<file path="config.mk">
export PLATFORM = sky130hd
export DESIGN_NAME = segi_back
export DESIGN_NICKNAME = d
export VERILOG_FILES = /design/src/rtl/core/segi_pkg.sv /design/src/rtl/core/segi_back.sv
export SDC_FILE = /design/constraint.sdc
export NUM_CORES = 1
export LEC_CHECK = 0
export BUFFER_PORTS_ARGS = -buffer_cell sky130_fd_sc_hd__buf_2
export CORE_AREA = 2 2 166 168
export DETAILED_ROUTE_END_ITERATION = 16
export DIE_AREA = 0 0 168 170
export PLACE_DENSITY_LB_ADDON = 0.08
export SYNTH_ARGS = -nofsm -noshare
export SYNTH_HDL_FRONTEND = slang
export SYNTH_SLANG_ARGS = --single-unit
</file>
<file path="constraint.sdc">
create_clock -name clk_i -period 2.15 [get_ports clk_i]
set_clock_uncertainty 0.15 [all_clocks]
set_input_delay 0.1075 -clock clk_i [delete_from_list [all_inputs] [get_ports clk_i]]
set_output_delay 0.1075 -clock clk_i [all_outputs]
set_load 0.01 [all_outputs]
</file>
<file path="src/rtl/core/segi_pkg.sv">
// ---------------------------------------------------------------------------
// segi_pkg
// Shared widths, outcome codes and pipeline payload types for the segment
// intersection block.
// ---------------------------------------------------------------------------
package segi_pkg;

  localparam int COORD_W = 29;            // input / output coordinate width
  localparam int DIFF_W  = COORD_W + 1;   // coordinate difference
  localparam int PROD_W  = 2 * DIFF_W;    // product of two differences
  localparam int DEN_W   = PROD_W + 1;    // den, tn, un
  localparam int Q_W     = DIFF_W;        // quotient bits, one per cell
  localparam int NUM_W   = DEN_W + Q_W;   // dividend |tn|*|diff|
  localparam int LO_W    = 31;            // low slice of |tn| for the split multiply
  localparam int HI_W    = DEN_W - LO_W;  // high slice of |tn|
  localparam int LIMIT_W = 16;
  localparam int DATA_W  = 32;
  localparam int ADDR_W  = 2;
  localparam int NUM_CELLS = Q_W;

  localparam logic [ADDR_W-1:0] REG_PARALLEL_LIMIT = 2'd0;
  localparam logic [LIMIT_W-1:0] LIMIT_RESET = 16'd1;

  typedef enum logic [1:0] {
    OUT_HIT      = 2'd0,
    OUT_PARALLEL = 2'd1,
    OUT_OUTSIDE  = 2'd2
  } outcome_e;

  // one coordinate's division in flight
  typedef struct packed {
    logic [DEN_W-1:0]          rem;
    logic [Q_W-1:0]            num_lo;
    logic [Q_W-1:0]            quo;
    logic                      neg;
    logic signed [COORD_W-1:0] base;
  } lane_t;

  typedef struct packed {
    lane_t            x;
    lane_t            y;
    logic [DEN_W-1:0] den;
    outcome_e         outcome;
  } divw_t;

endpackage

</file>
<file path="src/rtl/core/segi_back.sv">
// ---------------------------------------------------------------------------
// segi_back
// For a hit, rounds each quotient to nearest and applies the offset's sign
// to the start coordinate (else zero); holds the result for the receiver.
// ---------------------------------------------------------------------------
module segi_back import segi_pkg::*; (
  input  logic                      clk_i,
  input  logic                      rst_ni,
  input  logic                      valid_i,
  input  divw_t                     data_i,
  output logic                      stall_o,
  output logic                      out_valid_o,
  output logic [1:0]                outcome_o,
  output logic signed [COORD_W-1:0] hit_x_o,
  output logic signed [COORD_W-1:0] hit_y_o,
  input  logic                      out_stall_i
);

  logic                      valid_q, adv;
  logic [1:0]                outcome_q;
  logic signed [COORD_W-1:0] hx_q, hy_q;

  assign adv     = !valid_q || !out_stall_i;
  assign stall_o = !adv;

  // ties round away from zero: bump when 2*rem >= den
  function automatic logic signed [COORD_W-1:0] finish(lane_t l, logic [DEN_W-1:0] den);
    logic [Q_W:0]     off;
    logic [COORD_W:0] res;
    off = {1'b0, l.quo} + (Q_W+1)'({l.rem, 1'b0} >= {1'b0, den});
    if (l.neg) res = (COORD_W+1)'(l.base) - (COORD_W+1)'(off);
    else       res = (COORD_W+1)'(l.base) + (COORD_W+1)'(off);
    return res[COORD_W-1:0];
  endfunction

  always_ff @(posedge clk_i or negedge rst_ni) begin
    if (!rst_ni) begin
      valid_q <= 1'b0;
    end else if (adv) begin
      valid_q <= valid_i;
    end
  end

  always_ff @(posedge clk_i) begin
    if (adv) begin
      outcome_q <= data_i.outcome;
      if (data_i.outcome == OUT_HIT) begin
        hx_q <= finish(data_i.x, data_i.den);
        hy_q <= finish(data_i.y, data_i.den);
      end else begin
        hx_q <= '0;
        hy_q <= '0;
      end
    end
  end

  assign out_valid_o = valid_q;
  assign outcome_o   = outcome_q;
  assign hit_x_o     = hx_q;
  assign hit_y_o     = hy_q;

endmodule

</file>
---- Yosys cells after proc, flatten, opt, wreduce, memory -nomap -nowiden ----
Index checks and enable logic that the tools add are counted.
storage, ports and cells
  word-level logic and storage cells ...... 19
  bits of input ports ..................... 369
  output and inout port bits .............. 62
  bits in registers ....................... 61
operators by class
  $add $sub $neg .......................... 6
  reduce and logical (&&, ||, !) cells .... 5
  magnitude comparators ................... 2
  multiplexer cells ....................... 2
operators with widths
  kind                                          number
  greater-or-equal comparator 62 x 61 -> 1 bit  2
  adder 29 x 1 -> 29 bit                        2
  adder 29 bit                                  2
  two-way mux 29 bit                            2
  subtractor 29 bit                             2
  logical NOT 1 bit                             3
  logical NOT 2 bit                             1
  logical OR 1 bit                              1

---- Logic depth before layout (Yosys ltp) ----
  word-level depth ........................ 4
  depth in mapped cells ................... 33
  depth with buffers taken out ............ 32

---- Worst setup path before layout ----
Ideal clock, no wire load.
  path kind ............................... in2reg
  start point ............................. input port data_i[5] in the netlist's numbering
  end point ............................... register hx_q[27], in the netlist hit_x_o[27], data pin
  buffers on the path ..................... 1
  stages .................................. 32
  arrival time ............................ 5.547 ns
  setup slack ............................. -3.810 ns
  required time ........................... 1.737 ns
  setup time .............................. 0.263 ns
  path through ............................ inv_1 > ha_1 > a21o_1 > a21o_1 > a211oi_1 > o21ai_0 > a221oi_1 > nor2b_1 > nor4_1 > o2111ai_1 > ha_1 > ha_1 > buf_2 > nand4_2 > nor2_1 > nor4b_1 > or2_2 > and4_1 > and2b_2 > nor2_1 > a222oi_1 > xnor2_1 > ha_1 > a21o_1 > a21o_1 > a21o_1 > a21oi_1 > o21bai_1 > nor3_1 > a21o_1 > o21ai_0 > mux2i_1
on the way
  cells in the longest elaborated chain, start to end .. 4
  elaborated cells between the ends (all ways) .. 5
  classes of those cells .................. add/sub: 3; order compare: 1; mux: 1
ends and longest elaborated chain
  item                                                      RTL line                          RTL
  from (decl)                                               segi_back.sv:10                   input divw_t data_i,
  greater-or-equal comparator 62 x 61 -> 1 bit (*)          segi_back.sv:30                   off = {1'b0, l.quo} + (Q_W+1)'({l.rem, 1'b0} >= {1'b0, den});
  adder 29 x 1 -> 29 bit (*)                                segi_back.sv:30
  adder 29 bit / subtractor 29 bit (equally long branches)  segi_back.sv:32, segi_back.sv:31
  two-way mux 29 bit (*)                                    segi_back.sv:31                   if (l.neg) res = (COORD_W+1)'(l.base) - (COORD_W+1)'(off);
  to (signal assigned)                                      segi_back.sv:48                   hx_q <= finish(data_i.x, data_i.den);
  to (decl)                                                 segi_back.sv:21                   logic signed [COORD_W-1:0] hx_q, hy_q;
Every way passes the cells marked *; elsewhere a longest branch is shown, timed or not.
A chain may end at the register's enable or synchronous reset.

---- Worst setup path in the final report ----
  start point ............................. input port data_i[5] in the netlist's numbering
  end point ............................... register hy_q[26], in the netlist hit_y_o[26], data pin
on the way
  cells in the longest elaborated chain, start to end .. 4
  elaborated cells between the ends (all ways) .. 5
  classes of those cells .................. add/sub: 3; order compare: 1; mux: 1
ends and longest elaborated chain
  item                                                      RTL line                          RTL
  greater-or-equal comparator 62 x 61 -> 1 bit (*)          segi_back.sv:30
  adder 29 x 1 -> 29 bit (*)                                segi_back.sv:30
  adder 29 bit / subtractor 29 bit (equally long branches)  segi_back.sv:32, segi_back.sv:31
  two-way mux 29 bit (*)                                    segi_back.sv:31
  to (signal assigned)                                      segi_back.sv:49                   hy_q <= finish(data_i.y, data_i.den);
  to (decl)                                                 segi_back.sv:21
Marked as above.

==> metrics.yaml <==
status: "finished with violations"
violations: "setup timing"
worst_pin_slew_ps: 624
cts_sinks: 61
drtIter0Drc: 551
dr.pass1.iters: 5
setup_violations: 58
switchingPower_uw: 3030
yosysWarnings: 0
fillerInstances: 2265
path_clk_slew_ps: 60
power_frac_clock_pct: 19.0
drc: 0
postRouteAntennaNets: 0
grt_max_degree: 28
p_leak_uw: 0.00898
yosys.area_share.simple_pct: 22.6
grt_use_total_pct: 27.1
muxShareOfSynthArea_pct: 1.02
dp_hpwl_mm: 33.9
crit_cells: 35
drv_cap: 0
synth_top_family_by_area: "simple AND/OR/NAND/NOR gates"
crit_required_ps: 2090
start_util_pct: 39.6
crit_end: "hit_y_o[26]$_SDFFCE_PP0N_"
critPathKind: "in2reg"
fin_nets: 2651
regToRegEndpoint: "hit_y_o[5]$_SDFFCE_PP0N_"
antenna_found_initial: 10
swShare_pct: 37.4
drive_gt1_share_pct: 52.9
hold_violations: 0
drv_slew: 0
reg2reg_from: "out_valid_o$_DFFE_PN0N_"
cp-start-kind: "input port"
crit_slowest_cell: "ha_1"
max_stage_delay_ps: 370
postLayoutSetupSlackWorst_ps: -3640
seq_area_frac_synth_pct: 17.3
cp_common_cell: "buf_6"
synth_compound_area_share_pct: 19.7
hold_class: "in2reg"
ys_top_cells_by_area: "ha_1 22%, edfxtp_1 17%, xnor2_1 7.6%, a21oi_1 4.9%, xor2_1 4.6%"
critical_path.n_buffers_inverters: 7
cts_made_buffers: 9
yosysMostFrequentCell: "ha_1"
synth-edff-count: 60
async_flop_share_pct: 1.64
slew_headroom_pct: 58.2
fin_area_sq_um: 18400
die_y_um: 170
preCtsSetupSlack_ps: -4200
rsz0062_at_grt: "true"
grt_pass1_wl_mm: 62.0
avgSynthCellArea_sq_um: 8.08
syn_nets: 1858
r2r_slack_ps: 790
yosysTopAreaCell: "ha_1"
vias: 12737
synth_adder_area_share_pct: 22.0
wl_mm: 41.0
core_area_sq_um: 26700
ctsHtreeMaxLevel: 3
wl_per_cell_um: 16.7
cts.path.max_buffers: 2
dieArea_sq_um: 28600
worstSetupStartpoint: "data_i[5]"
synth_cell_types: 75
total_power_uw: 8110
endpoint_kind: "flip-flop"
stdcell_count: 2453
seq_power_share_pct: 19.0
io_buffers: 368
avgViaCountPerCell: 5.19
ir_drop_mv: 0.357
clkLatencyLatePin_ps: 330
power_density_nw_per_um2: 440
reg2reg_depth: 2
syn_area_sq_um: 10500
cp_top_family: "compound AO/OA/AOI/OAI gates"
overflow: 0
p_int_uw: 5080
syn_to_final_growth_pct: 74.7
cts_tree: "built"
crit_path_max_fanout: 4
fmax_mhz: 173
synth_xor_area_share_pct: 12.6
synthTopCellsByCount: "182 x ha_1, 121 x nor2_1, 104 x a21oi_1, 93 x inv_1, 91 x xnor2_1"
syn_inst: 1305
synth_flop_cell: "edfxtp_1"
yosysTopAreaCellShare_pct: 21.6
die_w_um: 168
arrival_ps: 5730
grt_pass1_vias: 12575
p_comb_share_pct: 62.0
synth_seq_cells: 61
placed_area_sq_um: 16000
rows: 60
dp_cells: 2355
period_minus_slack_ps: 5790
io_pins: 431
cts_root_buffer: "clkbuf_16"
min_period_over_period_pct: 269
place_congestion: 0.927
[cells in the final DEF, fill, tap and decap left out, types with 7 or more instances in the layout]
cell	netlist	final
a211oi_2	0	11
a21o_1	57	57
a21oi_1	104	57
a21oi_2	1	39
a21oi_4	0	9
a31oi_1	18	11
and2_4	0	7
and3_1	20	13
and3_4	0	7
buf_2	7	360
buf_4	3	393
buf_6	0	55
clkbuf_16	0	9
diode_2	0	9
edfxtp_1	60	60
ha_1	182	154
ha_4	0	25
inv_1	93	81
nand2_1	63	55
nand2b_1	18	17
nand3_1	36	32
nand4_1	48	48
nor2_1	121	102
nor2_2	0	8
nor2_4	0	11
nor2b_1	20	17
nor3_1	40	26
nor3_2	2	12
o211ai_1	7	7
o21a_1	10	9
o21ai_0	64	27
o21ai_1	0	18
o21ai_2	0	17
xnor2_1	91	74
xnor2_2	0	16
xor2_1	55	51
[per-layer routing]
metal	vias up	wire length, um	GRT usage (%)
li1	6421	-	-
met1	5888	16800	31.4
met2	372	21200	52.0
met3	54	1950	3.40
met4	2	1000	7.98
met5	-	13	0
[repair_timing]
action | in CTS | in global routing
pin swaps | 112 | 138
endpoints found under the setup margin | 58 | 58
resized for setup | 153 | 176
hold endpoints to repair | 4 | 0
hold buffers | 5 | 0
buffers inserted | 40 | 41
[how the worst min path moves through the flow]
stage,startpoint,to,slack [ps],depth (start not counted)
2_1_floorplan,rst_ni,out_valid_o$_DFFE_PN0N_,-340,0
3_3_place_gp,rst_ni,out_valid_o$_DFFE_PN0N_,-270,1
3_5_place_dp,rst_ni,out_valid_o$_DFFE_PN0N_,-270,1
4_1_cts,out_stall_i,out_valid_o$_DFFE_PN0N_,50,3
5_1_grt,out_stall_i,out_valid_o$_DFFE_PN0N_,100,3
6_report,out_stall_i,out_valid_o$_DFFE_PN0N_,60,3
[flip-flops by register name (all words and copies together) (netlist names)]
| register | cells |
|---|---|
| hit_x_o | 29 |
| hit_y_o | 29 |
| outcome_o | 2 |
| out_valid_o | 1 |
[cell type report]
| type | count | area, sq um | share of cell area, % |
|---|---|---|---|
| antenna | 9 | 22.5 | 0.122 |
| clock buffer | 10 | 239 | 1.30 |
| clock inverter | 6 | 68.8 | 0.373 |
| inverter | 93 | 372 | 2.02 |
| multi-input combinational | 1113 | 9930 | 53.9 |
| sequential | 61 | 1830 | 9.91 |
| tap | 341 | 427 | 2.32 |
| timing repair buffer | 820 | 5540 | 30.1 |
[per-stage QoR]
step | utilization, % | hold WS (ps) | TNS (ps)
floorplan | - | -338 | -144320
global placement | 60.0 | -268 | -189370
detailed placement | 60.0 | -267 | -190120
CTS | 65.1 | 47.1 | -160060
global route | 69.1 | 99.4 | -180460
finish | 69.1 | 60.1 | -165650
[worst register-to-register path, cell delays in order, from the launching register on]
cell and delay, ps:
dfrtp_1 390, nand2_2 260, buf_12 240
[power groups by stage]
stage                     registers, uW  logic (uW)  clock network (uW)
after detailed placement           1570        4040                   0
after global routing               1550        5440                1600
after floorplan                    1630        2120                   0
after CTS                          1540        4560                1560
after global placement             1570        3980                   0
final                              1540        5030                1540
[kinds of logic after synthesis]
family	count (synthesis)
DFF	61
xor gates and xnor gates	148
and+or+nand+nor	444
AOI/OAI and AO/OA	327
buffers and inverters	131
muxes	10
adders and majority gates	184
No activity file was read; power rests on OpenSTA's default activity.
