[src/rtl/core/segi_pkg.sv]
// ---------------------------------------------------------------------------
// segi_pkg
// Shared widths, outcome codes and pipeline payload types for the segment
// intersection block.
// ---------------------------------------------------------------------------
package segi_pkg;

  localparam int COORD_W = 29;            // input / output coordinate width
  localparam int DIFF_W  = COORD_W + 1;   // coordinate difference
  localparam int PROD_W  = 2 * DIFF_W;    // product of two differences
  localparam int DEN_W   = PROD_W + 1;    // den, tn, un
  localparam int Q_W     = DIFF_W;        // quotient bits, one per cell
  localparam int NUM_W   = DEN_W + Q_W;   // dividend |tn|*|diff|
  localparam int LO_W    = 31;            // low slice of |tn| for the split multiply
  localparam int HI_W    = DEN_W - LO_W;  // high slice of |tn|
  localparam int LIMIT_W = 16;
  localparam int DATA_W  = 32;
  localparam int ADDR_W  = 2;
  localparam int NUM_CELLS = Q_W;

  localparam logic [ADDR_W-1:0] REG_PARALLEL_LIMIT = 2'd0;
  localparam logic [LIMIT_W-1:0] LIMIT_RESET = 16'd1;

  typedef enum logic [1:0] {
    OUT_HIT      = 2'd0,
    OUT_PARALLEL = 2'd1,
    OUT_OUTSIDE  = 2'd2
  } outcome_e;

  // one coordinate's division in flight
  typedef struct packed {
    logic [DEN_W-1:0]          rem;
    logic [Q_W-1:0]            num_lo;
    logic [Q_W-1:0]            quo;
    logic                      neg;
    logic signed [COORD_W-1:0] base;
  } lane_t;

  typedef struct packed {
    lane_t            x;
    lane_t            y;
    logic [DEN_W-1:0] den;
    outcome_e         outcome;
  } divw_t;

endpackage

[src/rtl/core/segi_div_cell.sv]
// ---------------------------------------------------------------------------
// segi_div_cell
// One restoring division step for both coordinates: shifts in the next
// dividend bit, subtracts the denominator when it fits, emits a quotient bit.
// ---------------------------------------------------------------------------
module segi_div_cell import segi_pkg::*; (
  input  logic  clk_i,
  input  logic  rst_ni,
  input  logic  valid_i,
  input  divw_t data_i,
  output logic  stall_o,
  output logic  valid_o,
  output divw_t data_o,
  input  logic  stall_i
);

  logic  valid_q;
  logic  adv;
  divw_t data_d, data_q;

  assign adv     = !valid_q || !stall_i;
  assign stall_o = !adv;
  assign valid_o = valid_q;
  assign data_o  = data_q;

  function automatic lane_t step(lane_t l, logic [DEN_W-1:0] den);
    logic [DEN_W:0] r2;
    logic [DEN_W:0] diff;
    lane_t          o;
    r2   = {l.rem, l.num_lo[Q_W-1]};
    diff = r2 - {1'b0, den};
    o    = l;
    o.num_lo = {l.num_lo[Q_W-2:0], 1'b0};
    if (r2 >= {1'b0, den}) begin
      o.rem = diff[DEN_W-1:0];
      o.quo = {l.quo[Q_W-2:0], 1'b1};
    end else begin
      o.rem = r2[DEN_W-1:0];
      o.quo = {l.quo[Q_W-2:0], 1'b0};
    end
    return o;
  endfunction

  always_comb begin
    data_d   = data_i;
    data_d.x = step(data_i.x, data_i.den);
    data_d.y = step(data_i.y, data_i.den);
  end

  always_ff @(posedge clk_i or negedge rst_ni) begin
    if (!rst_ni) begin
      valid_q <= 1'b0;
    end else if (adv) begin
      valid_q <= valid_i;
    end
  end

  always_ff @(posedge clk_i) begin
    if (adv) data_q <= data_d;
  end

endmodule

[config.mk]
export PLATFORM = sky130hd
export DESIGN_NAME = segi_div_cell
export DESIGN_NICKNAME = d
export VERILOG_FILES = /design/src/rtl/core/segi_pkg.sv /design/src/rtl/core/segi_div_cell.sv
export SDC_FILE = /design/constraint.sdc
export NUM_CORES = 1
export LEC_CHECK = 0
export ABC_AREA = 0
export CAP_MARGIN = 20
export CORE_ASPECT_RATIO = 1.2
export CORE_MARGIN = 4
export CORE_UTILIZATION = 23
export CTS_CLUSTER_DIAMETER = 80
export DETAILED_ROUTE_END_ITERATION = 6
export DONT_BUFFER_PORTS = 1
export GPL_TIMING_DRIVEN = 0
export PLACE_DENSITY_LB_ADDON = 0.08
export SLEW_MARGIN = 0
export SYNTH_ARGS = -nofsm -noshare
export SYNTH_HDL_FRONTEND = slang
export SYNTH_SLANG_ARGS = --single-unit
[constraint.sdc]
create_clock -name clk_i -period 23.2 [get_ports clk_i]
set_clock_uncertainty 0.2 [all_clocks]
set_input_delay 2.32 -clock clk_i [delete_from_list [all_inputs] [get_ports clk_i]]
set_output_delay 2.32 -clock clk_i [all_outputs]
set_load 0.01 [all_outputs]
-- After elaboration in Yosys (flattened, before gate mapping)
Cells that the tools add are included.
- memory bits (writable): 0
- memories: 0
- output and inout port bits: 367
- ROM bits: 0
- logic and storage cells: 25
- bits in latches: 0
- input port bits: 369
- bits in registers: 364
- shift operators: 0
- muxes and demuxes: 4
- bitwise gates (word level): 0
- equal/unequal tests: 0
- add/sub/neg operators: 2
- multiply operators: 0
- magnitude comparators: 2
- divide/modulo/power cells: 0
- reduce and logical (&&, ||, !) cells: 4
- operator list (cell ; count):
    $ge A62 B61 Y1 ; 2
    $mux W61 ; 2
    $sub A61 B61 Y61 ; 2
    $logic_not A1 Y1 ; 3
    $mux W1 ; 2
    $logic_or A1 B1 Y1 ; 1

-- Logic depth before layout (Yosys ltp)
Gate-level depths: netlist of the first run.
- word-level depth: 3
- depth in mapped cells: 15
- gate-level depth less buffers: 14

-- Worst setup path after synthesis of the first run
OpenSTA, ideal clock, no wires.
- kind: input-to-output
- start: in stall_i
- end: out stall_o
- buffers on the path: 0
- cell stages on the path: 2
- arrival: 10.782 ns
- path slack: 9.898 ns
- data required time: 20.680 ns
- cell sequence: nand2_1 > inv_1
- longest elaborated chain between the ends: 3
- RTL lines (what ; RTL line ; source):
    from (decl) ; segi_div_cell.sv:14 ; input logic stall_i
    $logic_not A1 Y1 ; segi_div_cell.sv:21 ; assign adv = !valid_q || !stall_i;
    $logic_or A1 B1 Y1 ; segi_div_cell.sv:21 ;
    $logic_not A1 Y1 ; segi_div_cell.sv:22 ; assign stall_o = !adv;
    to (decl) ; segi_div_cell.sv:11 ; output logic stall_o,
No other way between the ends.

==> key figures, run 1 <==
Drt
  – Remaining antenna violation count after routing: 0
  – First-iteration detailed-routing DRC count: 830
  – Total wirelength of the detailed-routed design: 89.3 mm
  – Residual DRC count: 0
  – Number of detailed-route iterations in the first pass: 5
  – Routed wire length per instance: 29.7 um
  – Via density: 4.78
  – Via count: roughly 14000

Timing
  – Total negative setup slack: 0 ps
  – Setup repair after global routing missed its margin: false
  – Final hold violation count: 0
  – Rel. slew slack: 28.6%
  – Maximum clock rate: 0.165 GHz
  – Final-report setup violation count: 0
  – Slew at the pin with the worst max-slew slack: approximately 1100 ps
  – Fraction of the cycle the final worst path needs: 26.1%
  – Slew Limit Fails: 0
  – Post-layout min period: 6060 ps
  – Minimum hold slack: 821 ps
  – Worst-case setup margin in the final layout: 17140 ps

Final layout
  – Layout Cells excl Fill: 3012
  – Fin area: 22900 um^2
  – Commonest non-fill, non-tap cells in the layout: 363 x sky130_fd_sc_hd__edfxtp_1, 183 x sky130_fd_sc_hd__nand2_1, 180 x sky130_fd_sc_hd__a21oi_1
  – Area growth from synthesis to layout: 15.4%
  – Commonest non-fill, non-tap cell in the layout: sky130_fd_sc_hd__edfxtp_1
  – Fraction of layout instances using a drive strength above 1: slightly below 7%
  – NumNets Final: ~2300

Critical path
  – Number of cells traversed by the worst register-to-register path: 3
  – Crit path capture type: flop
  – CP startpoint kind: primary input
  – CP required: 23320 ps
  – Slack of the worst reg-to-reg path: 21070 ps
  – Maximum fanout along the worst path: 5
  – Startpoint of the lowest-slack register-to-register path: valid_o
  – Startpoint of the worst setup timing path: data_i[5]
  – Critical Setup Path Class: primary input to flop
  – Data arrival time of the worst path: 6180 ps

Synthesis
  – EDFF count, synth: between 300 and 400
  – Per-instance average area after synthesis: about 11 um^2
  – Number of cells produced by synthesis: 1790
  – Post-synthesis share of cell area spent on xor and xnor gates: 4.86%
  – Synthesized-area fraction occupied by and/or/nand/nor cells: 10.8%
  – Unique masters post-synth: between 80 and 90
  – Synth warnings: 0
  – Area fraction in compound gates after synthesis: 17.2%
  – Predominant post-synthesis flop cell: sky130_fd_sc_hd__edfxtp_1
  – Sequential element share of the synthesized area: 55.2%
  – Mux share of post-synthesis cell area: 0.341%
  – Adder and majority gate portion of the synthesized area: 7.91%
  – Post-synthesis instance area: 19800 um^2
  – Share of flip-flops with an asynchronous set or reset: 0.275%
  – Combinational family with the most area after synthesis: compound AO/OA/AOI/OAI gates
  – Flip-flop and latch count after synthesis: 364

Floorplan
  – Top-level port count: 736
  – Num rows: 117
  – CORE AREA: 85200 um^2
  – Die Area: 90900 um^2
  – DIE WIDTH: approximately 280 um
  – Effective utilization at floorplan: 23.2%
  – Die Height: 329 um

Placement
  – Area of placed instances: 21400 um^2
  – Port bufs: 0
  – DPL Wire Length: 74.4 mm
  – Cell total after placement: between 2000 and 3000
  – Setup Slack @ Placement: 16270 ps
  – RePlAce Congestion: approximately 0.86

Global routing
  – Total Routing Usage GR: 18.6%
  – Global-route wire length before repair: 120 mm
  – Number of global-route vias before repair: approximately 15000
  – Global route overflow: 0
  – Antenna violations before repair: 11
  – Maximum number of pins on one net before global-route repair: 75

CTS
  – Post_cts resized: 0
  – # clock sinks: approximately 360
  – Number of H-tree levels: 2
  – Num CTS Buffers: 45
  – Number of buffers on the longest clock path: 3
  – CTS tree: built
  – CTS root buffer: sky130_fd_sc_hd__clkbuf_16
  – Post CTS Setup Buffer Count: 0
  – Clk Latency, worst-skew pair: about 600 ps
  – Register clock-pin slew on the reported worst setup and hold paths: 60 ps
  – Hold buffers post-CTS: 0

Power and ir drop
  – Switching portion of total power: 31.6%
  – Clock share of power: 36.1%
  – Leak: 8.52 nW
  – Share of power burned in registers: 46.7%
  – Internal power contribution: 1.33 mW
  – Relative contribution of combinational cells to total power: 17.2%
  – Switching component of the power: between 600 and 700 uW
  – Power density over the cells: 85.0 nW/um^2
  – IR Drop Worst-Case VDD: 54.6 uV

Worst hold path
  – Worst hold-check path type: flop to flop
  – Hold_sp: valid_o
  – Number of cells on the worst hold path: 1

Run status
  – Outcome: complete, no violations

Job
  – Maximum Capacitance Violations: 0
final cells by class:
| class | count | area (um^2) |
|---|---|---|
| inverters | 97 | 364 |
| clock inverters | 28 | 275 |
| flip-flops and latches | 364 | 10900 |
| diodes | 3 | 7.51 |
| clock buffers | 53 | 1180 |
| well taps | 1130 | 1410 |
| plain buffers | 80 | 372 |
| fillers | 9050 | 62300 |
| multi-input cells | 1250 | 8160 |
| repair buffers | 7 | 165 |
layer usage:
layer	global-route usage (%)	routed length (um)
met4	3.76	1600
met1	18.6	30500
met5	0	29
met2	36.5	49100
met3	6.81	8110
worst max-delay path, cell delays in order:
cell and delay [ps]:
sky130_fd_sc_hd__inv_1 50, sky130_fd_sc_hd__ha_1 370, sky130_fd_sc_hd__nand3_1 340, sky130_fd_sc_hd__o21bai_1 400
sky130_fd_sc_hd__a211oi_1 580, sky130_fd_sc_hd__o211ai_1 430, sky130_fd_sc_hd__a41oi_1 410, sky130_fd_sc_hd__nor2_1 230
sky130_fd_sc_hd__o41ai_2 530, sky130_fd_sc_hd__a21boi_0 220, sky130_fd_sc_hd__xnor2_1 200, sky130_fd_sc_hd__o21ai_1 80
Yosys cell counts, drive strengths merged (16+ instances only):
cell type    n  share of area, %
ha         122               7.7
o21bai      34               1.3
o21ai      145               3.7
buf         28              0.89
xor2        42               1.9
edfxtp     363                55
nand3       32              0.81
nand4       41               1.3
a21o        49               1.9
and3        16              0.51
a21oi      182               4.6
nand2      184               3.5
o21a        17              0.64
a31oi       20              0.63
inv         97               1.8
xnor2       68               3.0
nor2       115               2.2
clkbuf      52              0.99
power groups by stage:
| stage | logic, mW | registers, mW | clock network (mW) |
|---|---|---|---|
| finish | 0.334 | 0.908 | 0.701 |
| global route | 0.374 | 0.915 | 0.754 |
| CTS | 0.341 | 0.914 | 0.730 |
| detailed placement | 0.337 | 0.926 | 0 |
| global placement | 0.334 | 0.953 | 0 |
| floorplan | 0.230 | 0.902 | 0 |
path summary, 6_finish.rpt:
| path | endpoint |
|---|---|
| setup / recovery | data_o[208] |
| hold / removal | data_o[65] |
| setup reg to reg | data_o[299] |
| hold reg to reg | data_o[65] |
| max in group asynchronous | valid_o |
| min in group asynchronous | valid_o |
state kept, by name, indices dropped and copies added, names as in the netlist:
register / flops
valid_o: 1
data_o: 363
per-stage QoR:
step | total power [mW] | utilization [%]
after CTS | 1.99 | 26.8
after global routing | 2.04 | 26.8
after floorplan | 1.13 | -
after detailed placement | 1.26 | 25.1
final | 1.94 | 26.8
after global placement | 1.29 | 24.9
kinds of logic after synthesis:
group           after synthesis
other cells                   1
flops                       364
mux                           6
xor+xnor                    110
fa+ha+maj                   124
buf+inv                     177
simple gates                468
compound gates              540
Power figures use the tool's default switching activity.
==> inputs of run 2 (changes only) <==
--- a/config.mk
+++ b/config.mk
@@ -5,7 +5,7 @@
 export SDC_FILE = /design/constraint.sdc
 export NUM_CORES = 1
 export LEC_CHECK = 0
-export ABC_AREA = 0
+export ABC_AREA = 1
 export CAP_MARGIN = 20
 export CORE_ASPECT_RATIO = 1.2
 export CORE_MARGIN = 4
==> constraint.sdc (replaced) <==
create_clock -name clk_i -period 5.4 [get_ports clk_i]
set_clock_uncertainty 0.2 [all_clocks]
set_input_delay 0.54 -clock clk_i [delete_from_list [all_inputs] [get_ports clk_i]]
set_output_delay 0.54 -clock clk_i [all_outputs]
set_load 0.01 [all_outputs]
==> key figures, run 2 <==
Synthesis
  – Per-instance average area after synthesis: 7.36 um^2 (-33%)
  – Cell taking the most area after synthesis: sky130_fd_sc_hd__edfxtp_1
  – Sequential element share of the synthesized area: 44.9% (-10 points)
  – Flip-flop and latch count after synthesis: 364 (unchanged)
  – Share of flip-flops with an asynchronous set or reset: 0.275% (unchanged)
  – Area contributors post-synth: sky130_fd_sc_hd__edfxtp_1 45%, sky130_fd_sc_hd__nand2_1 20%, sky130_fd_sc_hd__inv_1 12%, sky130_fd_sc_hd__ha_1 6.3%, sky130_fd_sc_hd__nor2_1 3.2%
  – Unique masters post-synth: 40 (-51%)
  – Number of cells produced by synthesis: 3307 (+85%)
  – Predominant post-synthesis flop cell: sky130_fd_sc_hd__edfxtp_1
  – Fraction of post-synthesis cell area in the top cell type by area: 44.8% (-10 points)
  – Synth warnings: 0 (unchanged)
  – Most frequent cell after synthesis: sky130_fd_sc_hd__nand2_1
  – Post-synthesis instance area: 24400 um^2 (+23%)
  – EDFF count, synth: 363 (unchanged)
  – Most instantiated cells after synthesis: 1274 x sky130_fd_sc_hd__nand2_1, 748 x sky130_fd_sc_hd__inv_1, 363 x sky130_fd_sc_hd__edfxtp_1

Timing
  – Post-layout min period: around 3600 ps
  – Total negative setup slack: 0 ps (unchanged)
  – Final hold violation count: 0 (unchanged)
  – Maximum clock rate: 0.280 GHz
  – Slew Limit Fails: 0 (unchanged)
  – Setup repair after global routing missed its margin: false
  – Rel. slew slack: 51.8% (+23 points)
  – Final-report setup violation count: 0 (unchanged)
  – Slew at the pin with the worst max-slew slack: 718 ps (-344 ps)
  – Fraction of the cycle the final worst path needs: 66.1%

Final layout
  – Largest register FFs: 363 (unchanged)
  – Area growth from synthesis to layout: 27.7%
  – Commonest non-fill, non-tap cell in the layout: sky130_fd_sc_hd__nand2_1
  – NumNets Final: 4194 (+79%)
  – FF+latch area: 10900 um^2 (unchanged)
  – Share of the core filled with cells in the final layout: 29.6% (+2.8 points)
  – Fraction of layout instances using a drive strength above 1: 3.86% (-3.0 points)
  – Multi-input combinational cell area: 10300 um^2 (+26%)
  – Filler cell count in the final layout: 11400 (+26%)
  – Commonest non-fill, non-tap cells in the layout: 1273 x sky130_fd_sc_hd__nand2_1, 748 x sky130_fd_sc_hd__inv_1, 363 x sky130_fd_sc_hd__edfxtp_1

Drt
  – Total wirelength of the detailed-routed design: 127 mm (+42%)
  – Remaining antenna violation count after routing: 0 (unchanged)
  – Via count: 21800 (+52%)
  – Routed wire length per instance: 24.7 um (-17%)
  – Residual DRC count: 4 (+4)
  – First-iteration detailed-routing DRC count: 1481 (+78%)
  – Via density: 4.26 (-11%)
  – Number of detailed-route iterations in the first pass: 7 (+2)

Floorplan
  – CORE AREA: 105000 um^2 (+23%)
  – Die Area: 111000 um^2 (+22%)
  – DIE WIDTH: 305 um (+11%)
  – Top-level port count: 736 (unchanged)
  – Effective utilization at floorplan: 23.2% (-0.032 points)
  – Die Height: 364 um (+11%)
  – Num rows: 130 (+11%)

Placement
  – RePlAce Congestion: 0.914 (+5.8%)
  – Port bufs: 0 (unchanged)
  – DPL Wire Length: 106 mm (+42%)

Worst hold path
  – Number of cells on the worst hold path: 2 (+1)
  – Worst hold-check path type: primary input to flop

CTS
  – Number of buffers on the longest clock path: 3 (unchanged)
  – CTS root buffer: sky130_fd_sc_hd__clkbuf_16
  – CTS tree: built
  – Clk Latency, worst-skew pair: 590 ps (about the same)
  – Register clock-pin slew on the reported worst setup and hold paths: 60 ps (about the same)
  – Num CTS Buffers: 43 (-4.4%)
  – Number of H-tree levels: 2 (unchanged)
  – # clock sinks: 364 (unchanged)
  – Post_cts resized: 0 (unchanged)

Critical path
  – Worst path most repeated cell: sky130_fd_sc_hd__nand2_1
  – Largest stage delay on the critical path: 590 ps (about the same)
  – Crit path capture type: flop
  – Data arrival time of the worst path: 3700 ps (-2480 ps)
  – Buffer and inverter count on the worst path: 5 (+4)
  – Depth of the critical timing path with buffers and inverters included: 17 (+5)
  – Maximum fanout along the worst path: 10 (+5)
  – Slowest library cell on the worst path: sky130_fd_sc_hd__dlygate4sd3_1
  – Critical Setup Path Class: primary input to flop
  – CP startpoint kind: primary input
  – CP required: 5540 ps (-17780 ps)
  – Crit path max-delay family: buffers and inverters
  – Number of cells traversed by the worst register-to-register path: 3 (unchanged)
  – Critical Path, Cell by Cell: dlygate4sd3_1, inv_1, ha_1, fa_1, inv_1, nand2_1, nand3_2, nand2_1, nand2_2, nand2_1, nand2_1, nand2_1, nand3_2, buf_6, buf_6, nand2_1, o21ai_1

Power and ir drop
  – Power density over the cells: 285 nW/um^2 (+240%)
  – Leak: 15.5 nW (+82%)
  – IR Drop Worst-Case VDD: 245 uV (+350%)

Run status
  – Failing checks: design-rule violations
  – Outcome: finished, violations left

Global routing
  – Number of global-route vias before repair: 21800 (+46%)
  – Global-route wire length before repair: 171 mm (+43%)
  – Antenna violations before repair: 11 (unchanged)
  – Maximum number of pins on one net before global-route repair: 112 (+49%)
  – Global route overflow: 0 (unchanged)
  – Total Routing Usage GR: 21.8% (+3.1 points)

Job
  – Maximum Capacitance Violations: 0 (unchanged)
==> run 2: changes by cell type after synthesis, sizes merged, moves of 31 or more <==
cell and delta:
a21o -47, a21oi -100, clkbuf -44, inv +665, nand2 +1096, nand3 +116, nand4 +31, nor2 +105
o21ai -48, xnor2 -65
==> run 2: per-layer routing <==
layer / track usage, % / routed length (um) / up-vias
met4: 5.17 / 2910 / 0
met2: 40.2 / 64700 / 685
met3: 4.74 / 7820 / 83
li1: - / - / 11000
met1: 25.7 / 51300 / 10000
met5: 0 / 0 / -
==> run 2: metrics by stage <==
step | cell area (um^2) | setup slack (ps) | hold WS [ps] | cells | power [mW]
2_1_floorplan | 24400 | 1290 | 44.4 | 3308 | 4.95
3_3_place_gp | 26100 | -173 | 44.4 | 4694 | 5.74
6_report | 31100 | 1830 | 27.7 | 5128 | 8.87
5_1_grt | 31100 | 1730 | 9.43 | 5123 | 9.40
4_1_cts | 31100 | 1860 | 4.27 | 5117 | 9.05
3_5_place_dp | 26200 | 1370 | 44.4 | 4697 | 5.69
==> run 2: final timing paths <==
path	startpoint	to	slack [ps]
max	data_i[303]	data_o[328]	1830
min	data_i[195]	data_o[196]	30
max reg2reg	valid_o	data_o[356]	2830
min reg2reg	valid_o	data_o[223]	850
max in group asynchronous	rst_ni	valid_o	4370
min in group asynchronous	rst_ni	valid_o	520
==> run 2: cell type report <==
type                       instances  share of cell area (%)
antenna                           11                  0.0885
buffer                            37                   0.917
clock buffer                      48                    3.52
clock inverter                    27                    1.07
inverter                         766                    9.24
multi-input combinational       2141                    33.1
sequential                       364                    35.1
tap                             1386                    5.58
timing repair buffer             348                    11.4
==> run 2: cell families after synthesis <==
| kind of cell | Yosys count | share of synthesized area, % |
|---|---|---|
| adders and majority gates | 124 | 6.43 |
| AOI/OAI and AO/OA | 185 | 3.89 |
| buffers and inverters | 803 | 13.0 |
| other | 1 | 0.0154 |
| DFF | 364 | 44.9 |
| xor gates and xnor gates | 60 | 2.16 |
| and+or+nand+nor | 1770 | 29.7 |
==> run 2: repair_timing <==
action                    in CTS  in global routing
hold endpoints to repair     344                  0
setup buffers                  0                  0
hold buffers                 345                  0
==> run 2: power breakdown <==
part	internal, mW	leakage, nW	switching [mW]
logic	0.672	11.1	1.30
clock network	1.73	0.699	1.31
registers	3.51	3.68	0.356
